$ cat src/design/pwmps_pkg.sv
// ----------------------------------------------------------------------------
// pwmps_pkg
// Shared types, constants and helper functions of the PWM set-point block.
// ----------------------------------------------------------------------------
package pwmps_pkg;

	// field widths
	localparam int FREQ_W     = 16;
	localparam int CODE_W     = 8;
	localparam int PCT_W      = 8;
	localparam int PCT_KEEP_W = 7;
	localparam int TOP_W      = 16;
	localparam int PRESC_W    = 3;
	localparam int CH_N       = 3;
	localparam int CH_IDX_W   = 2;

	// stream words
	localparam int IN_DATA_W  = 32;
	localparam int OUT_DATA_W = 72;

	// config port
	localparam int CFG_IDX_W = 2;
	localparam int CFG_W     = 16;
	localparam logic [CFG_IDX_W-1:0] REG_DEFAULT_FREQ = 2'd0;
	localparam logic [CFG_IDX_W-1:0] REG_CH0_CODE     = 2'd1;
	localparam logic [CFG_IDX_W-1:0] REG_CH1_CODE     = 2'd2;
	localparam logic [CFG_IDX_W-1:0] REG_CH2_CODE     = 2'd3;

	// reset values
	localparam logic [FREQ_W-1:0] DEFAULT_FREQ_RST = 16'd1000;
	localparam logic [CODE_W-1:0] CH0_CODE_RST     = 8'd0;
	localparam logic [CODE_W-1:0] CH1_CODE_RST     = 8'd1;
	localparam logic [CODE_W-1:0] CH2_CODE_RST     = 8'd2;
	localparam logic [TOP_W-1:0]  TOP_RST          = 16'd1999;
	localparam logic [TOP_W-1:0]  TOP_MIN          = 16'd99;

	// prescaler bands (lower limits)
	localparam logic [FREQ_W-1:0] BAND_DIV1_LO    = 16'd40001;
	localparam logic [FREQ_W-1:0] BAND_DIV2_LO    = 16'd20001;
	localparam logic [FREQ_W-1:0] BAND_DIV4_LO    = 16'd10001;
	localparam logic [FREQ_W-1:0] BAND_DIV8_LO    = 16'd2001;
	localparam logic [FREQ_W-1:0] BAND_DIV16_LO   = 16'd501;
	localparam logic [FREQ_W-1:0] BAND_DIV256_LO  = 16'd101;
	localparam logic [FREQ_W-1:0] BAND_DIV1024_LO = 16'd1;

	// prescale codes
	localparam logic [PRESC_W-1:0] PRESC_DIV1    = 3'd0;
	localparam logic [PRESC_W-1:0] PRESC_DIV2    = 3'd1;
	localparam logic [PRESC_W-1:0] PRESC_DIV4    = 3'd2;
	localparam logic [PRESC_W-1:0] PRESC_DIV8    = 3'd3;
	localparam logic [PRESC_W-1:0] PRESC_DIV16   = 3'd4;
	localparam logic [PRESC_W-1:0] PRESC_DIV64   = 3'd5;
	localparam logic [PRESC_W-1:0] PRESC_DIV256  = 3'd6;
	localparam logic [PRESC_W-1:0] PRESC_DIV1024 = 3'd7;

	// divider sizing: largest prescale*f*2 over all bands is 256*500*2
	localparam int SHIFT_W      = 4;
	localparam int MAX_SHIFT    = 10;
	localparam int WIDE_W       = FREQ_W + MAX_SHIFT + 1;
	localparam int DEN_W        = 18;
	localparam int MAX_HALF_DEN = 128000;

	// compare arithmetic: percent * (top + 1) + 50 fits 23 bits
	localparam int PROD_W   = 23;
	localparam int MUL_W    = 24;
	localparam int PCT_MAX  = 100;
	localparam int PCT_HALF = 50;

	// divide by 100 as x * ceil(2^30 / 100) >> 30, exact for x below 2^30 / 76
	localparam int                 RECIP_SHIFT = 30;
	localparam int                 RECIP_W     = 24;
	localparam logic [RECIP_W-1:0] RECIP_100   = 24'd10737419;
	localparam int                 RPROD_W     = PROD_W + RECIP_W;
	localparam int                 CMPQ_W      = TOP_W + 1;

	typedef struct packed {
		logic                 valid;
		logic [PRESC_W-1:0]   code;
	} band_t;

	// commands from the controller to the datapath
	typedef struct packed {
		logic                 load;
		logic                 init;
		logic                 store_freq;
		logic                 div_period;
		logic                 apply_period;
		logic                 mul;
		logic                 div_cmp;
		logic                 write_cmp;
		logic                 send;
		logic                 duty;
		logic [CH_IDX_W-1:0]  idx;
	} dp_cmd_t;

	// status back to the controller
	typedef struct packed {
		logic kind;
		logic initialized;
		logic freq_eq;
		logic band_valid;
		logic sel_valid;
		logic div_done;
		logic out_free;
	} dp_stat_t;

	function automatic band_t band_of(input logic [FREQ_W-1:0] f);
		band_t b;
		b.valid = 1'b1;
		if (f >= BAND_DIV1_LO)         b.code = PRESC_DIV1;
		else if (f >= BAND_DIV2_LO)    b.code = PRESC_DIV2;
		else if (f >= BAND_DIV4_LO)    b.code = PRESC_DIV4;
		else if (f >= BAND_DIV8_LO)    b.code = PRESC_DIV8;
		else if (f >= BAND_DIV16_LO)   b.code = PRESC_DIV16;
		else if (f >= BAND_DIV256_LO)  b.code = PRESC_DIV256;
		else if (f >= BAND_DIV1024_LO) b.code = PRESC_DIV1024;
		else begin
			b.valid = 1'b0;
			b.code  = PRESC_DIV1;
		end
		return b;
	endfunction

	// log2 of the prescale division
	function automatic logic [SHIFT_W-1:0] presc_shift(input logic [PRESC_W-1:0] code);
		logic [SHIFT_W-1:0] s;
		case (code)
			PRESC_DIV1:    s = 4'd0;
			PRESC_DIV2:    s = 4'd1;
			PRESC_DIV4:    s = 4'd2;
			PRESC_DIV8:    s = 4'd3;
			PRESC_DIV16:   s = 4'd4;
			PRESC_DIV64:   s = 4'd6;
			PRESC_DIV256:  s = 4'd8;
			PRESC_DIV1024: s = 4'd10;
			default:       s = 4'd0;
		endcase
		return s;
	endfunction

endpackage

$ cat src/design/pwm_period_and_duty_setpoint.sv
// ----------------------------------------------------------------------------
// pwm_period_and_duty_setpoint
// Set-point calculator for a three-channel dual-slope PWM timer.
// ----------------------------------------------------------------------------
// usage
//   s_* takes one request word: s_tuser is the kind (0 set frequency, 1 set
//   duty), s_tdata carries frequency, channel code and percent. every request
//   gives exactly one m_* word with the timer state after the update.
//   cfg_we/cfg_index/cfg_data write the default frequency and the three
//   channel codes; write them only while no request is in flight.
// sequencing
//   one request at a time. the serial period divider takes one quotient bit
//   per cycle; each compare divides by 100 through a reciprocal multiply. a
//   frequency change runs the period division and then all three compares,
//   a duty request one compare, a first duty request the period division as
//   well; a repeated or zero frequency skips the arithmetic. the next request
//   is accepted the cycle after the result word is loaded for output.
// reset
//   arst_n clears the timer state to stopped, period 1999, compares and
//   enables zero, and loads the config reset values. no clearing pass.
// back-pressure
//   the result sits in an output register; the next request is accepted
//   while it waits, and that request's result waits for the slot to free.
// ----------------------------------------------------------------------------
module pwm_period_and_duty_setpoint #(
	parameter int CLOCK_HZ = 20000000
) (
	input  logic                                 clk,
	input  logic                                 arst_n,
	// config write port
	input  logic                                 cfg_we,
	input  logic [pwmps_pkg::CFG_IDX_W-1:0]      cfg_index,
	input  logic [pwmps_pkg::CFG_W-1:0]          cfg_data,
	// request stream
	input  logic                                 s_tvalid,
	output logic                                 s_tready,
	input  logic [pwmps_pkg::IN_DATA_W-1:0]      s_tdata,   // frequency, channel, percent
	input  logic                                 s_tuser,   // kind
	// result stream
	output logic                                 m_tvalid,
	input  logic                                 m_tready,
	// timer_running, prescale_code, period, compare_zero, compare_one,
	// compare_two, output_enables, one zero pad bit
	output logic [pwmps_pkg::OUT_DATA_W-1:0]     m_tdata
);
	import pwmps_pkg::*;

	dp_cmd_t  cmd;
	dp_stat_t stat;

	// sequencing of one request
	pwmps_ctrl u_ctrl (
		.clk      (clk),
		.arst_n   (arst_n),
		.in_valid (s_tvalid),
		.in_ready (s_tready),
		.stat     (stat),
		.cmd      (cmd)
	);

	// state, arithmetic and the output register
	pwmps_dp #(
		.CLOCK_HZ (CLOCK_HZ)
	) u_dp (
		.clk       (clk),
		.arst_n    (arst_n),
		.cfg_we    (cfg_we),
		.cfg_index (cfg_index),
		.cfg_data  (cfg_data),
		.in_data   (s_tdata),
		.in_kind   (s_tuser),
		.cmd       (cmd),
		.stat      (stat),
		.out_valid (m_tvalid),
		.out_ready (m_tready),
		.out_data  (m_tdata)
	);

endmodule

$ cat src/design/pwmps_div.sv
// ----------------------------------------------------------------------------
// pwmps_div
// Serial restoring divider, one quotient bit per cycle.
// ----------------------------------------------------------------------------
module pwmps_div #(
	parameter int NUM_W = 25,
	parameter int DEN_W = 18
) (
	input  logic             clk,
	input  logic             arst_n,
	input  logic             start,
	input  logic [NUM_W-1:0] num,
	input  logic [DEN_W-1:0] den,
	output logic             busy,
	output logic             done,
	output logic [NUM_W-1:0] quo
);
	localparam int CNT_W = $clog2(NUM_W + 1);

	logic [NUM_W-1:0] num_q;
	logic [DEN_W-1:0] den_q;
	logic [DEN_W-1:0] rem_q;
	logic [CNT_W-1:0] cnt_q;
	logic             busy_q;
	logic             done_q;
	logic [DEN_W:0]   trial;
	logic             fits;

	assign trial = {rem_q, num_q[NUM_W-1]};
	assign fits  = trial >= {1'b0, den_q};

	always_ff @(posedge clk or negedge arst_n) begin
		if (!arst_n) begin
			busy_q <= 1'b0;
			done_q <= 1'b0;
			cnt_q  <= '0;
		end else begin
			done_q <= 1'b0;
			if (start) begin
				busy_q <= 1'b1;
				cnt_q  <= CNT_W'(NUM_W);
			end else if (busy_q) begin
				cnt_q <= cnt_q - CNT_W'(1);
				if (cnt_q == CNT_W'(1)) begin
					busy_q <= 1'b0;
					done_q <= 1'b1;
				end
			end
		end
	end

	always_ff @(posedge clk) begin
		if (start) begin
			num_q <= num;
			den_q <= den;
			rem_q <= '0;
		end else if (busy_q) begin
			num_q <= {num_q[NUM_W-2:0], fits};
			rem_q <= fits ? DEN_W'(trial - {1'b0, den_q}) : trial[DEN_W-1:0];
		end
	end

	assign busy = busy_q;
	assign done = done_q;
	assign quo  = num_q;

endmodule

$ cat src/design/pwmps_dp.sv
// ----------------------------------------------------------------------------
// pwmps_dp
// Datapath: config registers, timer set-point state, period arithmetic around
// a serial divider, compare arithmetic by reciprocal multiply, and the output
// register.
// ----------------------------------------------------------------------------
module pwmps_dp #(
	parameter int CLOCK_HZ = 20000000
) (
	input  logic                                 clk,
	input  logic                                 arst_n,
	input  logic                                 cfg_we,
	input  logic [pwmps_pkg::CFG_IDX_W-1:0]      cfg_index,
	input  logic [pwmps_pkg::CFG_W-1:0]          cfg_data,
	input  logic [pwmps_pkg::IN_DATA_W-1:0]      in_data,
	input  logic                                 in_kind,
	input  pwmps_pkg::dp_cmd_t                   cmd,
	output pwmps_pkg::dp_stat_t                  stat,
	output logic                                 out_valid,
	input  logic                                 out_ready,
	output logic [pwmps_pkg::OUT_DATA_W-1:0]     out_data
);
	import pwmps_pkg::*;

	localparam int NUM_W = $clog2(CLOCK_HZ + MAX_HALF_DEN + 1);

	// config registers
	logic [FREQ_W-1:0] default_freq_q;
	logic [CODE_W-1:0] ch_code_q [CH_N];

	// request latched at accept
	logic                  kind_q;
	logic [FREQ_W-1:0]     freq_q;
	logic [PCT_KEEP_W-1:0] pct_q;
	logic [CH_IDX_W-1:0]   sel_q;
	logic                  sel_valid_q;

	// timer state
	logic                  initialized_q;
	logic [FREQ_W-1:0]     stored_freq_q;
	logic                  running_q;
	logic [PRESC_W-1:0]    presc_q;
	logic [TOP_W-1:0]      top_q;
	logic [PCT_KEEP_W-1:0] percent_q [CH_N];
	logic [TOP_W-1:0]      compare_q [CH_N];
	logic [CH_N-1:0]       enable_q;

	logic [PROD_W-1:0]     prod_q;
	logic [CMPQ_W-1:0]     cmp_quo_q;
	logic                  out_valid_q;
	logic [OUT_DATA_W-1:0] out_data_q;

	logic [FREQ_W-1:0]     in_freq;
	logic [CODE_W-1:0]     in_ch;
	logic [PCT_W-1:0]      in_pct;
	logic [PCT_KEEP_W-1:0] in_pct_clamped;
	band_t                 band;
	logic [SHIFT_W-1:0]    shift;
	logic [WIDE_W-1:0]     den_wide;
	logic [WIDE_W-1:0]     half_wide;
	logic [NUM_W-1:0]      num_period;
	logic [PROD_W-1:0]     num_cmp;
	logic [RPROD_W-1:0]    recip_prod;
	logic                  div_start;
	logic                  div_busy;
	logic                  div_done;
	logic [NUM_W-1:0]      div_num;
	logic [DEN_W-1:0]      div_den;
	logic [NUM_W-1:0]      quo;
	logic [NUM_W-1:0]      quo_m1;
	logic [TOP_W-1:0]      period_new;
	logic [TOP_W-1:0]      cmp_sat;
	logic [PCT_KEEP_W-1:0] mul_pct;
	logic [MUL_W-1:0]      mul_wide;
	logic                  out_free;

	assign in_freq = in_data[FREQ_W-1:0];
	assign in_ch   = in_data[FREQ_W+CODE_W-1:FREQ_W];
	assign in_pct  = in_data[FREQ_W+CODE_W+PCT_W-1:FREQ_W+CODE_W];
	assign in_pct_clamped = (in_pct > PCT_W'(PCT_MAX)) ? PCT_KEEP_W'(PCT_MAX)
		: in_pct[PCT_KEEP_W-1:0];

	// period: round(CLOCK_HZ / (prescale * f * 2)), the shift gives the prescale
	assign band       = band_of(freq_q);
	assign shift      = presc_shift(band.code);
	assign den_wide   = WIDE_W'(freq_q) << (shift + SHIFT_W'(1));
	assign half_wide  = WIDE_W'(freq_q) << shift;
	assign num_period = NUM_W'(CLOCK_HZ) + NUM_W'(half_wide[DEN_W-1:0]);

	// compare: rounded divide by 100 through the reciprocal
	assign num_cmp    = prod_q + PROD_W'(PCT_HALF);
	assign recip_prod = RPROD_W'(num_cmp) * RPROD_W'(RECIP_100);

	assign div_start = cmd.div_period;
	assign div_num   = num_period;
	assign div_den   = den_wide[DEN_W-1:0];

	pwmps_div #(
		.NUM_W (NUM_W),
		.DEN_W (DEN_W)
	) u_div (
		.clk    (clk),
		.arst_n (arst_n),
		.start  (div_start),
		.num    (div_num),
		.den    (div_den),
		.busy   (div_busy),
		.done   (div_done),
		.quo    (quo)
	);

	// rounded quotient minus one, clamped to the legal top range
	assign quo_m1 = quo - NUM_W'(1);
	always_comb begin
		if (|quo_m1[NUM_W-1:TOP_W])
			period_new = '1;
		else if (quo_m1[TOP_W-1:0] < TOP_MIN)
			period_new = TOP_MIN;
		else
			period_new = quo_m1[TOP_W-1:0];
	end

	assign cmp_sat  = cmp_quo_q[TOP_W] ? '1 : cmp_quo_q[TOP_W-1:0];
	assign mul_pct  = cmd.duty ? pct_q : percent_q[cmd.idx];
	assign mul_wide = MUL_W'(mul_pct) * (MUL_W'(top_q) + MUL_W'(1));

	assign out_free = !out_valid_q || out_ready;

	always_ff @(posedge clk or negedge arst_n) begin
		if (!arst_n) begin
			default_freq_q <= DEFAULT_FREQ_RST;
			ch_code_q[0]   <= CH0_CODE_RST;
			ch_code_q[1]   <= CH1_CODE_RST;
			ch_code_q[2]   <= CH2_CODE_RST;
		end else if (cfg_we) begin
			case (cfg_index)
				REG_DEFAULT_FREQ: default_freq_q <= cfg_data[FREQ_W-1:0];
				REG_CH0_CODE:     ch_code_q[0]   <= cfg_data[CODE_W-1:0];
				REG_CH1_CODE:     ch_code_q[1]   <= cfg_data[CODE_W-1:0];
				REG_CH2_CODE:     ch_code_q[2]   <= cfg_data[CODE_W-1:0];
				default: ;
			endcase
		end
	end

	// request capture; a duty request works on the default frequency if it
	// has to initialise the timer
	always_ff @(posedge clk) begin
		if (cmd.load) begin
			kind_q <= in_kind;
			freq_q <= in_kind ? default_freq_q : in_freq;
			pct_q  <= in_pct_clamped;
			if (in_ch == ch_code_q[0]) begin
				sel_q       <= 2'd0;
				sel_valid_q <= 1'b1;
			end else if (in_ch == ch_code_q[1]) begin
				sel_q       <= 2'd1;
				sel_valid_q <= 1'b1;
			end else if (in_ch == ch_code_q[2]) begin
				sel_q       <= 2'd2;
				sel_valid_q <= 1'b1;
			end else begin
				sel_q       <= 2'd0;
				sel_valid_q <= 1'b0;
			end
		end
		if (cmd.mul)
			prod_q <= mul_wide[PROD_W-1:0];
		if (cmd.div_cmp)
			cmp_quo_q <= recip_prod[RECIP_SHIFT+CMPQ_W-1:RECIP_SHIFT];
		if (cmd.send)
			out_data_q <= {1'b0, enable_q, compare_q[2], compare_q[1], compare_q[0],
				top_q, presc_q, running_q};
	end

	always_ff @(posedge clk or negedge arst_n) begin
		if (!arst_n) begin
			initialized_q <= 1'b0;
			stored_freq_q <= '0;
			running_q     <= 1'b0;
			presc_q       <= PRESC_DIV1;
			top_q         <= TOP_RST;
			enable_q      <= '0;
			out_valid_q   <= 1'b0;
			for (int k = 0; k < CH_N; k++) begin
				percent_q[k] <= '0;
				compare_q[k] <= '0;
			end
		end else begin
			if (cmd.init) begin
				initialized_q <= 1'b1;
				stored_freq_q <= freq_q;
				running_q     <= 1'b0;
				presc_q       <= PRESC_DIV1;
				top_q         <= TOP_RST;
				enable_q      <= '0;
				for (int k = 0; k < CH_N; k++)
					compare_q[k] <= '0;
			end
			if (cmd.store_freq)
				stored_freq_q <= freq_q;
			// a zero rounded quotient leaves the timer as it is
			if (cmd.apply_period && (quo != '0)) begin
				top_q     <= period_new;
				presc_q   <= band.code;
				running_q <= 1'b1;
			end
			if (cmd.write_cmp) begin
				if (cmd.duty) begin
					compare_q[sel_q] <= cmp_sat;
					percent_q[sel_q] <= pct_q;
					enable_q[sel_q]  <= 1'b1;
				end else begin
					compare_q[cmd.idx] <= cmp_sat;
				end
			end
			if (cmd.send)
				out_valid_q <= 1'b1;
			else if (out_ready)
				out_valid_q <= 1'b0;
		end
	end

	always_comb begin
		stat.kind        = kind_q;
		stat.initialized = initialized_q;
		stat.freq_eq     = stored_freq_q == freq_q;
		stat.band_valid  = band.valid;
		stat.sel_valid   = sel_valid_q;
		stat.div_done    = div_done;
		stat.out_free    = out_free;
	end

	assign out_valid = out_valid_q;
	assign out_data  = out_data_q;

	// the timer never sits below the minimum top
	a_top_min: assert property (@(posedge clk) disable iff (!arst_n)
		top_q >= TOP_MIN)
		else $error("top below minimum");

	// the div64 band is never chosen while running
	a_no_div64: assert property (@(posedge clk) disable iff (!arst_n)
		running_q |-> presc_q != PRESC_DIV64)
		else $error("div64 prescaler selected");

	// nothing runs or drives before the first request
	a_uninit: assert property (@(posedge clk) disable iff (!arst_n)
		!initialized_q |-> (!running_q && enable_q == '0))
		else $error("timer active before initialisation");

	// a new word is only loaded into a free output slot
	a_send_free: assert property (@(posedge clk) disable iff (!arst_n)
		cmd.send |-> out_free)
		else $error("output overwritten");

	// the divider is only started when idle
	a_div_idle: assert property (@(posedge clk) disable iff (!arst_n)
		div_start |-> !div_busy)
		else $error("divider restarted while busy");

endmodule

$ cat src/design/pwmps_ctrl.sv
// ----------------------------------------------------------------------------
// pwmps_ctrl
// Controller state machine: sequences initialisation, period division and
// compare recomputation for one request at a time.
// ----------------------------------------------------------------------------
module pwmps_ctrl (
	input  logic                 clk,
	input  logic                 arst_n,
	input  logic                 in_valid,
	output logic                 in_ready,
	input  pwmps_pkg::dp_stat_t  stat,
	output pwmps_pkg::dp_cmd_t   cmd
);
	import pwmps_pkg::*;

	localparam int ST_W = 4;
	localparam logic [ST_W-1:0] S_IDLE   = 4'd0;
	localparam logic [ST_W-1:0] S_DECIDE = 4'd1;
	localparam logic [ST_W-1:0] S_PDIV   = 4'd2;
	localparam logic [ST_W-1:0] S_PWAIT  = 4'd3;
	localparam logic [ST_W-1:0] S_DUTY   = 4'd4;
	localparam logic [ST_W-1:0] S_CMUL   = 4'd5;
	localparam logic [ST_W-1:0] S_CDIV   = 4'd6;
	localparam logic [ST_W-1:0] S_CWAIT  = 4'd7;
	localparam logic [ST_W-1:0] S_DONE   = 4'd8;

	localparam logic [CH_IDX_W-1:0] LAST_CH = CH_IDX_W'(CH_N - 1);

	logic [ST_W-1:0]     state_q, state_n;
	logic                rec_q, rec_n;
	logic                duty_q, duty_n;
	logic [CH_IDX_W-1:0] idx_q, idx_n;

	always_comb begin
		state_n = state_q;
		rec_n   = rec_q;
		duty_n  = duty_q;
		idx_n   = idx_q;
		cmd     = '0;
		cmd.duty = duty_q;
		cmd.idx  = idx_q;
		case (state_q)
			S_IDLE: begin
				if (in_valid) begin
					cmd.load = 1'b1;
					rec_n    = 1'b0;
					duty_n   = 1'b0;
					idx_n    = '0;
					state_n  = S_DECIDE;
				end
			end
			S_DECIDE: begin
				if (!stat.initialized) begin
					cmd.init = 1'b1;
					if (stat.band_valid)
						state_n = S_PDIV;
					else
						state_n = stat.kind ? S_DUTY : S_DONE;
				end else if (!stat.kind) begin
					if (stat.freq_eq) begin
						state_n = S_DONE;
					end else begin
						cmd.store_freq = 1'b1;
						rec_n   = 1'b1;
						state_n = stat.band_valid ? S_PDIV : S_DONE;
					end
				end else begin
					state_n = S_DUTY;
				end
			end
			S_PDIV: begin
				cmd.div_period = 1'b1;
				state_n = S_PWAIT;
			end
			S_PWAIT: begin
				if (stat.div_done) begin
					cmd.apply_period = 1'b1;
					if (rec_q)
						state_n = S_CMUL;
					else
						state_n = stat.kind ? S_DUTY : S_DONE;
				end
			end
			S_DUTY: begin
				if (stat.sel_valid) begin
					duty_n  = 1'b1;
					state_n = S_CMUL;
				end else begin
					state_n = S_DONE;
				end
			end
			S_CMUL: begin
				cmd.mul = 1'b1;
				state_n = S_CDIV;
			end
			S_CDIV: begin
				cmd.div_cmp = 1'b1;
				state_n = S_CWAIT;
			end
			// compare quotient is registered, write it back
			S_CWAIT: begin
				cmd.write_cmp = 1'b1;
				if (duty_q || idx_q == LAST_CH) begin
					state_n = S_DONE;
				end else begin
					idx_n   = idx_q + CH_IDX_W'(1);
					state_n = S_CMUL;
				end
			end
			S_DONE: begin
				if (stat.out_free) begin
					cmd.send = 1'b1;
					state_n  = S_IDLE;
				end
			end
			default: state_n = S_IDLE;
		endcase
	end

	always_ff @(posedge clk or negedge arst_n) begin
		if (!arst_n) begin
			state_q <= S_IDLE;
			rec_q   <= 1'b0;
			duty_q  <= 1'b0;
			idx_q   <= '0;
		end else begin
			state_q <= state_n;
			rec_q   <= rec_n;
			duty_q  <= duty_n;
			idx_q   <= idx_n;
		end
	end

	assign in_ready = state_q == S_IDLE;

endmodule

$ cat config.mk
export PLATFORM = sky130hd
export DESIGN_NAME = pwm_period_and_duty_setpoint
export DESIGN_NICKNAME = d
export VERILOG_FILES = /design/src/design/pwmps_pkg.sv /design/src/design/pwm_period_and_duty_setpoint.sv /design/src/design/pwmps_div.sv /design/src/design/pwmps_dp.sv /design/src/design/pwmps_ctrl.sv
export SDC_FILE = /design/constraint.sdc
export NUM_CORES = 1
export LEC_CHECK = 0
export BUFFER_PORTS_ARGS = -buffer_cell sky130_fd_sc_hd__buf_2
export CORE_MARGIN = 4
export CORE_UTILIZATION = 35
export DETAILED_ROUTE_END_ITERATION = 8
export GPL_TIMING_DRIVEN = 0
export SYNTH_ARGS = -nofsm -noshare
export SYNTH_HDL_FRONTEND = slang
export SYNTH_SLANG_ARGS = --single-unit
$ cat constraint.sdc
create_clock -name clk -period 8.1 [get_ports clk]
set_input_delay 0.81 -clock clk [delete_from_list [all_inputs] [get_ports clk]]
set_output_delay 0.81 -clock clk [all_outputs]
set_load 0.1 [all_outputs]
==> results of run 1 <==
## sequential cells by signal, summed over array words and instances (netlist names), 3 cells and up
| signal | cells |
|---|---|
| u_ctrl.state_q | 4 |
| u_dp.ch_code_q | 24 |
| u_dp.cmp_quo_q | 17 |
| u_dp.compare_q | 48 |
| u_dp.default_freq_q | 16 |
| u_dp.enable_q | 3 |
| u_dp.freq_q | 16 |
| u_dp.out_data | 71 |
| u_dp.pct_q | 7 |
| u_dp.percent_q | 21 |
| u_dp.presc_q | 3 |
| u_dp.prod_q | 23 |
| u_dp.stored_freq_q | 16 |
| u_dp.top_q | 16 |
| u_dp.u_div.cnt_q | 5 |
| u_dp.u_div.den_q | 18 |
| u_dp.u_div.quo | 25 |
| u_dp.u_div.rem_q | 18 |
## what timing repair did
action	CTS	global route
gates resized for setup	39	47
setup buffers	14	25
endpoints found under the setup margin	17	11
hold buffers	0	0
pin swaps	9	30
## metrics by stage
step	std cells	instance area [um^2]	utilization	setup TNS (ps)	setup slack [ps]
after global placement	4160	32400	0.379	-22550	-1900
after floorplan	2888	30300	-	0	27.5
after detailed placement	4165	32500	0.380	-23380	-1960
after CTS	4256	34300	0.401	0	5.43
after global routing	4281	34800	0.406	-14.7	-14.7
final	4281	34800	0.406	0	272
## final cells by class
cell class                 count  area (um^2)  share of cell area
tap                         1144         1430              0.0412
timing repair buffer         172         1050              0.0301
sequential                   364         9950               0.286
multi-input combinational   1980        18800               0.540
clock buffer                  55         1160              0.0334
inverter                     456         1720              0.0494
clock inverter                22          283             0.00813
buffer                        88          394              0.0113
## cells by family (layout without fill, tap and decap cells)
family	count (synthesis)	count (layout)	synth area share
buffers and inverters	544	793	0.0695
AND/OR/NAND/NOR	663	663	0.106
other	1	1	0.000124
XOR/XNOR	149	149	0.0430
AO/OA/AOI/OAI	448	448	0.0975
adder cells (fa/ha/maj)	578	578	0.305
multiplexers	141	141	0.0508
flip-flops	364	364	0.328
## per-layer routing
metal  vias to the layer above  global-route usage  routed length [um]
met5                         -                   0                   0
met2                       468               0.272               35700
met4                         0              0.0422                1750
met1                     10600               0.224               33900
li1                      10200                   -                   -
met3                       103              0.0256                3490
## worst max-delay path: cells and delay by family, from the launching register on
kind,cells,cell delay (ps)
and+or+nand+nor,4,530
buffers and inverters,7,610
adders and majority gates,9,3730
DFF,1,410
xor gates and xnor gates,2,300
AOI/OAI and AO/OA,10,2010
## Yosys cell counts (7+ instances only)
cell,n
a211oi_1,34
a21boi_0,7
a21o_1,31
a21oi_1,106
a31oi_1,11
and2_1,35
and3_1,22
buf_1,7
buf_2,11
clkbuf_1,61
dfrtp_1,148
dfstp_2,17
dfxtp_1,18
edfxtp_1,181
fa_1,268
ha_1,310
inv_1,453
mux2_2,90
mux2i_1,49
nand2_1,206
nand2b_1,23
nand3_1,95
nand3b_1,8
nand4_1,26
nor2_1,125
nor2b_1,37
nor3_1,30
nor4_1,12
o211ai_1,10
o21a_1,8
o21ai_0,122
o21ai_1,14
o21bai_1,8
o31ai_1,7
or2_2,9
or3_1,10
xnor2_1,91
xor2_1,58
## path summary, 6_finish.rpt
| kind | from | to | slack (ps) |
|---|---|---|---|
| max | u_dp.prod_q[1] | u_dp.cmp_quo_q[8] | 270 |
| min | arst_n | u_dp.top_q[4] | 250 |
| max reg2reg | u_dp.prod_q[1] | u_dp.cmp_quo_q[8] | 270 |
| min reg2reg | u_dp.compare_q[37] | u_dp.out_data[25] | 440 |
| max in group asynchronous | arst_n | u_dp.compare_q[16] | 6920 |
| min in group clk | u_dp.compare_q[37] | u_dp.out_data[25] | 440 |
==> impl_metrics.json, run 1 <==
{
  "status": "completed",
  "yosys.cell_types.count": 101,
  "fin_crit_ps": 7830,
  "clk_transition_reported_paths_ps": 60,
  "cts_buffers": 42,
  "route.vias.total": 21400,
  "netlist_top_cells_area": "edfxtp_1, fa_1, ha_1, dfrtp_1, inv_1",
  "setup.worst_path.class": "reg2reg",
  "syn-cell-area_mm2": 0.0303,
  "dpl.hpwl_um": 59100,
  "cp.required_ps": 8410,
  "clock_latency_ps": 570,
  "ys.flop_type": "edfxtp_1",
  "grt_usage": 0.164,
  "final_layout_size_suffix_gt1_frac": 0.148,
  "fin_hold_ws_ps": 248,
  "cts_max_path_buffers": 3,
  "finalSetupViolations": 0,
  "timing_worst_slew_pin_value_ps": 1380,
  "skew_ps": 30.9,
  "worst_path_most_repeated_cell": "inv_1",
  "cts_tree": "done",
  "detail_route.first_pass.iterations": 6,
  "die_h_um": 302,
  "worst_endpoint_data_arrival_time_ps": 8140,
  "share_of_the_synthesized_area_in_the_top_cell_type": 0.179,
  "final.fill_count": 8320,
  "detailed_route_wire_length_um": 74800,
  "fp.dieArea_mm2": 0.0914,
  "mostFrequentLayoutCell": "inv_1",
  "fmax_ghz": 0.128,
  "max_cap_viol_count": 0,
  "route.detailed.drc": 0,
  "clock_tree.root_cell": "clkbuf_16",
  "starting_utilization_of_the_core_area": 0.355,
  "clock_tree.htree_level_count": 2,
  "avgRoutedWirePerCell_um": 17.5,
  "final.period_utilization": 0.966,
  "post_drt_via_cell_ratio": 5.00,
  "slew-limit-headroom": 0.0758,
  "drt_iter0_markers": 1138,
  "final-max-slew-violation-count": 0,
  "syn-instance-count": 2888,
  "globalplace.congestion": 0.899,
  "layout.cells.most_common_list": "inv_1, ha_1, fa_1",
  "route.antenna.remaining_nets": 0,
  "ioPinCount": 130,
  "antenna_found_initial": 0,
  "area.growth.synth_to_final_pct": 14.6,
  "synth.ff_latch_count": 364,
  "delay_of_the_slowest_cell_on_the_worst_path_ps": 570,
  "grt_remaining_overflow": 0,
  "area_leader_netlist": "edfxtp_1",
  "floorplan.die.width_um": 302,
  "timing.critical_path.from_type": "flop",
  "reg2reg_depth": 32,
  "syn_avg_cell_area_um2": 10.5,
  "crit_fanout": 4,
  "cp-end-kind": "flop",
  "global_route_wire_length_before_repair_um": 120000,
  "place.port_buffers": 128,
  "postSynthNetCount": 3522,
  "diodes": 0,
  "core_region_area_mm2": 0.0855,
  "std_cell_rows": 107,
  "number_of_warnings_reported_in_the_yosys_synthesis_log": 0,
  "number_of_global_route_vias_before_repair": 21800,
  "synth_enable_flop_cells": 181,
  "grt_max_degree": 87,
  "crit_slowest_cell": "fa_1",
  "min-delay-path-class": "in2async",
  "timing_hold_violations_final": 0,
  "cts_num_sinks": 364,
  "ys_async_sr_fraction": 0.453,
  "seq_area_frac_synth": 0.328,
  "finalNetCount": 3738
}
Power of run 1 is left out: the tool's default activity adds up to more than one toggle a clock period on the data nets, which glitch-free logic cannot reach.
==> run 2, diff against run 1 <==
--- a/config.mk
+++ b/config.mk
@@ -5,7 +5,7 @@
 export SDC_FILE = /design/constraint.sdc
 export NUM_CORES = 1
 export LEC_CHECK = 0
-export BUFFER_PORTS_ARGS = -buffer_cell sky130_fd_sc_hd__buf_2
+export BUFFER_PORTS_ARGS = -buffer_cell sky130_fd_sc_hd__buf_4
 export CORE_MARGIN = 4
 export CORE_UTILIZATION = 35
 export DETAILED_ROUTE_END_ITERATION = 8
==> run 2 against run 1 <==
Compared with the run above:
- global-route usage down 0.078 points
- die area unchanged
- fmax grew 0.77%
- utilization increased by 0.13 points
- sequential share of layout area shrank 0.093 points
- cell count decreased by 0.21%
==> impl_metrics.json, run 2 (synthesis gave the netlist of run 1 again) <==
{
  "fmax_ghz": 0.129,
  "cts_tree": "done",
  "timing_hold_violations_final": 0,
  "final-max-slew-violation-count": 0,
  "delay_of_the_slowest_cell_on_the_worst_path_ps": 580,
  "reg2reg_depth": 27,
  "cts_buffers": 41,
  "fin_hold_ws_ps": 185,
  "route.vias.total": 21300,
  "fp.dieArea_mm2": 0.0914,
  "clock_tree.htree_level_count": 2,
  "crit_slowest_cell": "fa_1",
  "clock_tree.root_cell": "clkbuf_16",
  "detailed_route_wire_length_um": 74400,
  "cts_num_sinks": 364,
  "finalNetCount": 3728,
  "area.growth.synth_to_final_pct": 15.0,
  "final_layout_size_suffix_gt1_frac": 0.142,
  "global_route_wire_length_before_repair_um": 120000,
  "finalSetupViolations": 0,
  "floorplan.die.width_um": 302,
  "drt_iter0_markers": 1482,
  "register_area_mm2": 0.00995,
  "place.port_buffers": 128,
  "largest_register_ff_count": 71,
  "reg2reg_setup_slack_ps": 330,
  "setup.worst_path.class": "reg2reg",
  "die_h_um": 302,
  "avgRoutedWirePerCell_um": 17.4,
  "min-delay-path-class": "in2async",
  "dpl.hpwl_um": 59300,
  "max_cap_viol_count": 0,
  "antenna_found_initial": 1,
  "r2r_end": "u_dp.cmp_quo_q[8]",
  "crit_fanout": 7,
  "final.period_utilization": 0.959,
  "ioPinCount": 130,
  "starting_utilization_of_the_core_area": 0.355,
  "worst_path_most_repeated_cell": "fa_1",
  "worst_endpoint_data_arrival_time_ps": 8100,
  "number_of_global_route_vias_before_repair": 21800,
  "final.fill_count": 8242,
  "core_region_area_mm2": 0.0855,
  "skew_ps": 20.0,
  "cp-end-kind": "flop",
  "status": "completed",
  "route.antenna.remaining_nets": 0,
  "slew-limit-headroom": 0.103,
  "multi_input_comb_area_mm2": 0.0187,
  "startpoint": "u_dp.prod_q[1]",
  "mostFrequentLayoutCell": "inv_1",
  "fin_crit_ps": 7770,
  "cts_max_path_buffers": 3,
  "crit_end": "u_dp.cmp_quo_q[8]",
  "route.detailed.drc": 0,
  "r2r-start": "u_dp.prod_q[1]",
  "clk_transition_reported_paths_ps": 70,
  "cp.required_ps": 8430,
  "layout.cells.most_common_list": "inv_1, ha_1, fa_1",
  "std_cell_rows": 107,
  "detail_route.first_pass.iterations": 5,
  "grt_max_degree": 111,
  "timing.critical_path.from_type": "flop",
  "grt_remaining_overflow": 0,
  "globalplace.congestion": 0.904,
  "post_drt_via_cell_ratio": 4.98,
  "grt_usage": 0.163,
  "clock_latency_ps": 570,
  "timing_worst_slew_pin_value_ps": 1340
}
## run 2: cell types whose count changed in the layout (fill, tap and decap cells not counted), sizes merged
| cell | delta |
|---|---|
| clkbuf | -7 |
| inv | +3 |
| clkinvlp | +1 |
| bufinv | +2 |
| buf | -9 |
| diode | +1 |
## run 2: critical path: cells and delay by family, from the launching register on
kind                       cells  cell delay [ps]
AOI/OAI and AO/OA              9             1760
DFF                            1              430
and+or+nand+nor                5              700
adders and majority gates      9             4150
xor gates and xnor gates       1              220
buffers and inverters          3              250
## run 2: worst min path at each step
stage	start	endpoint	slack, ps	cells past startpoint
after floorplan	u_dp.compare_q[32]	u_dp.out_data[20]	420	0
after global placement	u_dp.compare_q[15]	u_dp.out_data[67]	430	0
after detailed placement	u_dp.compare_q[38]	u_dp.out_data[26]	430	0
after CTS	arst_n	u_dp.presc_q[0]	170	1
after global routing	arst_n	u_dp.presc_q[0]	190	1
final	arst_n	u_dp.presc_q[0]	180	1
## run 2: through the flow
step	cell area (um^2)	setup WS [ps]	setup TNS (ps)	util	std cells
2_1_floorplan	30300	27.5	0	-	2888
3_3_place_gp	32700	-1870	-22140	0.383	4160
3_5_place_dp	32800	-1830	-21380	0.384	4165
4_1_cts	34600	15.4	0	0.405	4255
5_1_grt	34900	-45.6	-78.0	0.408	4271
6_report	34900	331	0	0.408	4272
## run 2: layout make-up
cell class | instances | area share
clock inverters | 28 | 0.0100
repair buffers | 163 | 0.0368
plain buffers | 88 | 0.0113
inverters | 456 | 0.0493
multi-input cells | 1980 | 0.535
diodes | 1 | 0.0000717
flip-flops and latches | 364 | 0.285
clock buffers | 48 | 0.0313
well taps | 1144 | 0.0410
## run 2: metal layers
metal  wire length (um)  global-route usage  vias to the layer above
li1                   -                   -                    10200
met1              33800               0.225                    10500
met2              35200               0.270                      465
met3               3610              0.0251                      103
met4               1740              0.0402                        0
met5                  0                   0                        -
## run 2: repair_timing
action,CTS,global route
hold buffers,0,0
pin swaps,7,12
setup buffers,14,16
gates resized for setup,37,31
setup endpoints to repair,17,10
hold endpoints to repair,0,0
cloned,0,0
Power of run 2 is left out for the same reason.
